**src/design/sdpg_div.sv**
```systemverilog
// pipelined restoring divider, one quotient bit per stage, quotient known to fit
// depends on nothing
module sdpg_div #(
   parameter int QUOT_W = 17,
   parameter int DEN_W  = 32,
   parameter int TAG_W  = 1
) (
   input  logic                      clock,
   input  logic                      reset,
   input  logic                      en,
   input  logic                      in_valid,
   input  logic [DEN_W+QUOT_W-1:0]   numerator,
   input  logic [DEN_W-1:0]          denominator,
   input  logic [TAG_W-1:0]          in_tag,
   output logic                      out_valid,
   output logic [QUOT_W-1:0]         quotient,
   output logic [TAG_W-1:0]          out_tag
);

   logic [DEN_W-1:0]  rem_ff   [QUOT_W];
   logic [QUOT_W-1:0] low_ff   [QUOT_W];
   logic [QUOT_W-1:0] quo_ff   [QUOT_W];
   logic [DEN_W-1:0]  den_ff   [QUOT_W];
   logic [TAG_W-1:0]  tag_ff   [QUOT_W];
   logic              valid_ff [QUOT_W];

   for (genvar k = 0; k < QUOT_W; k++) begin : g_stage
      logic [DEN_W-1:0]  rem_prev;
      logic [QUOT_W-1:0] low_prev;
      logic [QUOT_W-1:0] quo_prev;
      logic [DEN_W-1:0]  den_prev;
      logic [TAG_W-1:0]  tag_prev;
      logic              valid_prev;
      logic [DEN_W:0]    trial;
      logic [DEN_W:0]    diff;
      logic              take;
      logic [DEN_W-1:0]  rem_in;

      if (k == 0) begin : g_first
         assign rem_prev   = numerator[DEN_W+QUOT_W-1:QUOT_W];
         assign low_prev   = numerator[QUOT_W-1:0];
         assign quo_prev   = '0;
         assign den_prev   = denominator;
         assign tag_prev   = in_tag;
         assign valid_prev = in_valid;
      end else begin : g_next
         assign rem_prev   = rem_ff[k-1];
         assign low_prev   = low_ff[k-1];
         assign quo_prev   = quo_ff[k-1];
         assign den_prev   = den_ff[k-1];
         assign tag_prev   = tag_ff[k-1];
         assign valid_prev = valid_ff[k-1];
      end

      assign trial  = {rem_prev, low_prev[QUOT_W-1]};
      assign diff   = trial - {1'b0, den_prev};
      assign take   = trial >= {1'b0, den_prev};
      assign rem_in = take ? diff[DEN_W-1:0] : trial[DEN_W-1:0];

      always_ff @(posedge clock) begin
         if (reset) begin
            valid_ff[k] <= 1'b0;
         end else if (en) begin
            valid_ff[k] <= valid_prev;
         end
      end

      always_ff @(posedge clock) begin
         if (en) begin
            rem_ff[k] <= rem_in;
            low_ff[k] <= {low_prev[QUOT_W-2:0], 1'b0};
            quo_ff[k] <= {quo_prev[QUOT_W-2:0], take};
            den_ff[k] <= den_prev;
            tag_ff[k] <= tag_prev;
         end
      end
   end

   assign out_valid = valid_ff[QUOT_W-1];
   assign quotient  = quo_ff[QUOT_W-1];
   assign out_tag   = tag_ff[QUOT_W-1];

endmodule

```
**config.mk**
```make
export PLATFORM = sky130hd
export DESIGN_NAME = sdpg_div
export DESIGN_NICKNAME = d
export VERILOG_FILES = /design/src/design/sdpg_div.sv
export SDC_FILE = /design/constraint.sdc
export NUM_CORES = 2
export LEC_CHECK = 0
export BUFFER_PORTS_ARGS = -buffer_cell sky130_fd_sc_hd__buf_2
export CAP_MARGIN = 20
export CORE_MARGIN = 2
export CORE_UTILIZATION = 30
export DETAILED_ROUTE_END_ITERATION = 16
export PLACE_DENSITY = 0.5
export SLEW_MARGIN = 20
export SYNTH_ARGS = -nofsm -noshare
export SYNTH_HDL_FRONTEND = slang
export SYNTH_SLANG_ARGS = --single-unit
```
**constraint.sdc**
```tcl
create_clock -name clock -period 4.75 [get_ports clock]
set_input_delay 0.95 -clock clock [delete_from_list [all_inputs] [get_ports clock]]
set_output_delay 0.95 -clock clock [all_outputs]
set_load 0.01 [all_outputs]
```
==> flow_summary.json <==
{
  "comb_power_share": 0.446,
  "syn_inst": 6311,
  "p_switching_mw": 20.5,
  "dp_slack_ps": 342,
  "fillers": 24100,
  "synth_flop_cell": "edfxtp_1",
  "holdWs_ps": 314,
  "cts_max_path_buffers": 3,
  "finalCritPeriodShare": 0.911,
  "wire_per_inst_um": 16.8,
  "antenna_found_initial": 0,
  "arrival_ps": 4880,
  "use_met2": 0.255,
  "drive_gt1_frac": 0.112,
  "grt_pass1_wl_um": 263000,
  "synth_cell_type_count": 95,
  "finalHoldViolations": 0,
  "grtUsageTotal": 0.131,
  "clockRootBuffer": "clkbuf_16",
  "max_freq_mhz": 231,
  "grt_pass1_vias": 49500,
  "first_pass_iters": 5,
  "vdd_ir_drop_max_v": 0.000408,
  "maxCapViolCount": 0,
  "grt.overflow.total": 0,
  "ant_nets": 0,
  "vias": 46900,
  "netlist_area_um2": 74200,
  "portBuffers": 104,
  "synth_edf_count": 1347,
  "powerDensity_nw_per_um2": 673,
  "dieArea_um2": 251000,
  "timing.final.ws_setup_ps": 425,
  "yosys.area.top_type": "edfxtp_1",
  "ys.warnings.count": 0,
  "path_clk_slew_ps": 50,
  "diodes": 0,
  "coreArea_um2": 246000,
  "drt-total-wl_um": 166000,
  "place_hpwl_um": 125000,
  "power_frac_clock": 0.218,
  "critPathMaxFanout": 33,
  "rsz0062_at_grt": "false",
  "synthTopCellsByCount": "edfxtp_1, inv_1, ha_1, a21oi_1, nand2_1",
  "post-cts-setup-buffers": 0,
  "num_io_pins": 105,
  "start_kind": "register",
  "cts_tree": "done",
  "avgSynthCellArea_um2": 11.8,
  "grt.met3_usage": 0.0202,
  "synthTopCellsByArea": "edfxtp_1, ha_1, mux2_2",
  "cts_inserted_buffers": 163,
  "start_util": 0.302,
  "clk_latency_ps": 810,
  "fp.dieW_um": 501,
  "cp-end-kind": "register",
  "rows": 182,
  "grt_max_degree": 133,
  "maxSlewViolCount": 0,
  "die_y_um": 501,
  "ys_async_sr_fraction": 0,
  "status": "finished clean",
  "seq_power_share": 0.336,
  "yosys_register_bits": 1347,
  "timing.setup.tns_ps": 0,
  "worst_slew_pin_slew_ps": 908,
  "p_int_mw": 36.3,
  "top_usage_layer": "met2",
  "fin_crit_ps": 4330,
  "drcViolationCount": 0,
  "synth_most_common_cell": "edfxtp_1",
  "hp-class": "in -> reg",
  "switching_share": 0.361,
  "cts_sinks": 1347,
  "skew_ps": 35.9,
  "setup-violations-final": 0,
  "required_ps": 5300,
  "nets": 7176,
  "netlist.area_leader.share": 0.545,
  "area_delta_synth_final_pct": 13.8,
  "ctsResizeCount": 0,
  "synth_fp_nets": 6957,
  "fin_total_pwr_mw": 56.8,
  "slew_headroom": 0.391,
  "routabilityCongestion": 0.867,
  "drt-vias-per-instance": 4.75,
  "crit_type": "reg -> reg",
  "grt_use_met1": 0.131,
  "drt-initial-drc-count": 2132,
  "p_leak_nw": 34.4,
  "hold_buffers": 0,
  "yosysSeqAreaShare": 0.545,
  "cts-htree-levels": 4
}
## per-layer routing
metal	wire [um]	up-vias
li1	-	23700
met1	63300	22200
met2	88900	727
met3	4550	391
met4	9170	0
met5	0	-
## through the flow
stage | instance area (um2) | utilization | cells
floorplan | 74200 | - | 6311
global placement | 79100 | 0.322 | 9585
detailed placement | 79100 | 0.322 | 9585
CTS | 84400 | 0.343 | 9881
global route | 84400 | 0.343 | 9881
finish | 84400 | 0.343 | 9881
## worst paths after layout
kind                  start        endpoint  slack, ps  depth (start not counted)
max reg2reg  den_ff[0][129]  rem_ff[0][167]        420                         14
min            numerator[6]    low_ff[0][6]        310                          1
min reg2reg   low_ff[0][61]   low_ff[0][78]        410                          0
max          den_ff[0][129]  rem_ff[0][167]        420                         14
## worst max-delay path, stage by stage, from the launching register on
cell       delay, ps
edfxtp_1         390
inv_1             60
ha_1             290
nor2b_1          130
o21ai_1          100
nand2_1          190
a221oi_1         150
a21oi_1          450
a311oi_2         250
a2111oi_1        790
nor2_1           170
o21ai_0          210
a41o_1           280
buf_12           210
mux2_2           360
## flip-flops by register name, indices dropped and copies added (netlist names)
register,cells
den_ff,512
low_ff,136
quo_ff,153
rem_ff,512
tag_ff,17
valid_ff,17
## layout make-up
cell class / instances / area, um2 / area share
clock buffer: 200 / 4240 / 0.0502
clock inverter: 96 / 1110 / 0.0132
inverter: 674 / 2530 / 0.0300
multi-input combinational: 4153 / 30600 / 0.362
sequential: 1347 / 40400 / 0.479
tap: 3220 / 4030 / 0.0477
timing repair buffer: 191 / 1490 / 0.0176
## cell usage in the layout (no fill, tap or decap), drive strengths merged, types with 21 or more instances in the layout
cell type	synthesis	layout
xor2	149	149
nor2	333	333
xnor2	284	284
and2	39	39
o21bai	56	56
a211oi	45	45
a21oi	504	504
a31oi	53	53
or2	21	21
a21o	328	328
nand4	81	81
clkinv	1	70
inv	673	681
or3	24	24
buf	67	191
o21a	46	46
a211o	22	22
ha	544	544
o21ai	338	338
and3	50	50
clkbuf	70	200
nand2b	67	67
mux2	272	272
edfxtp	1347	1347
mux2i	25	25
nand2	353	353
nor3	70	70
nand3	90	90
nor2b	79	79
o31ai	22	22
## cells by family after synthesis
family                   count (synthesis)  share of synthesized area
AO/OA/AOI/OAI                         1599                      0.138
XOR/XNOR                               433                     0.0511
adder cells (fa/ha/maj)                560                     0.0961
buffers and inverters                  811                     0.0429
flip-flops                            1347                      0.545
multiplexers                           297                     0.0451
AND/OR/NAND/NOR                       1264                     0.0820
## power by group through the flow
stage | clock network, mW | registers (mW) | logic, mW
6_report | 12.4 | 19.1 | 25.3
5_1_grt | 13.4 | 19.4 | 28.2
4_1_cts | 12.9 | 19.1 | 25.4
3_5_place_dp | 0 | 19.3 | 25.2
3_3_place_gp | 0 | 19.3 | 25.0
2_1_floorplan | 0 | 18.6 | 19.4
Power figures use the tool's default switching activity.
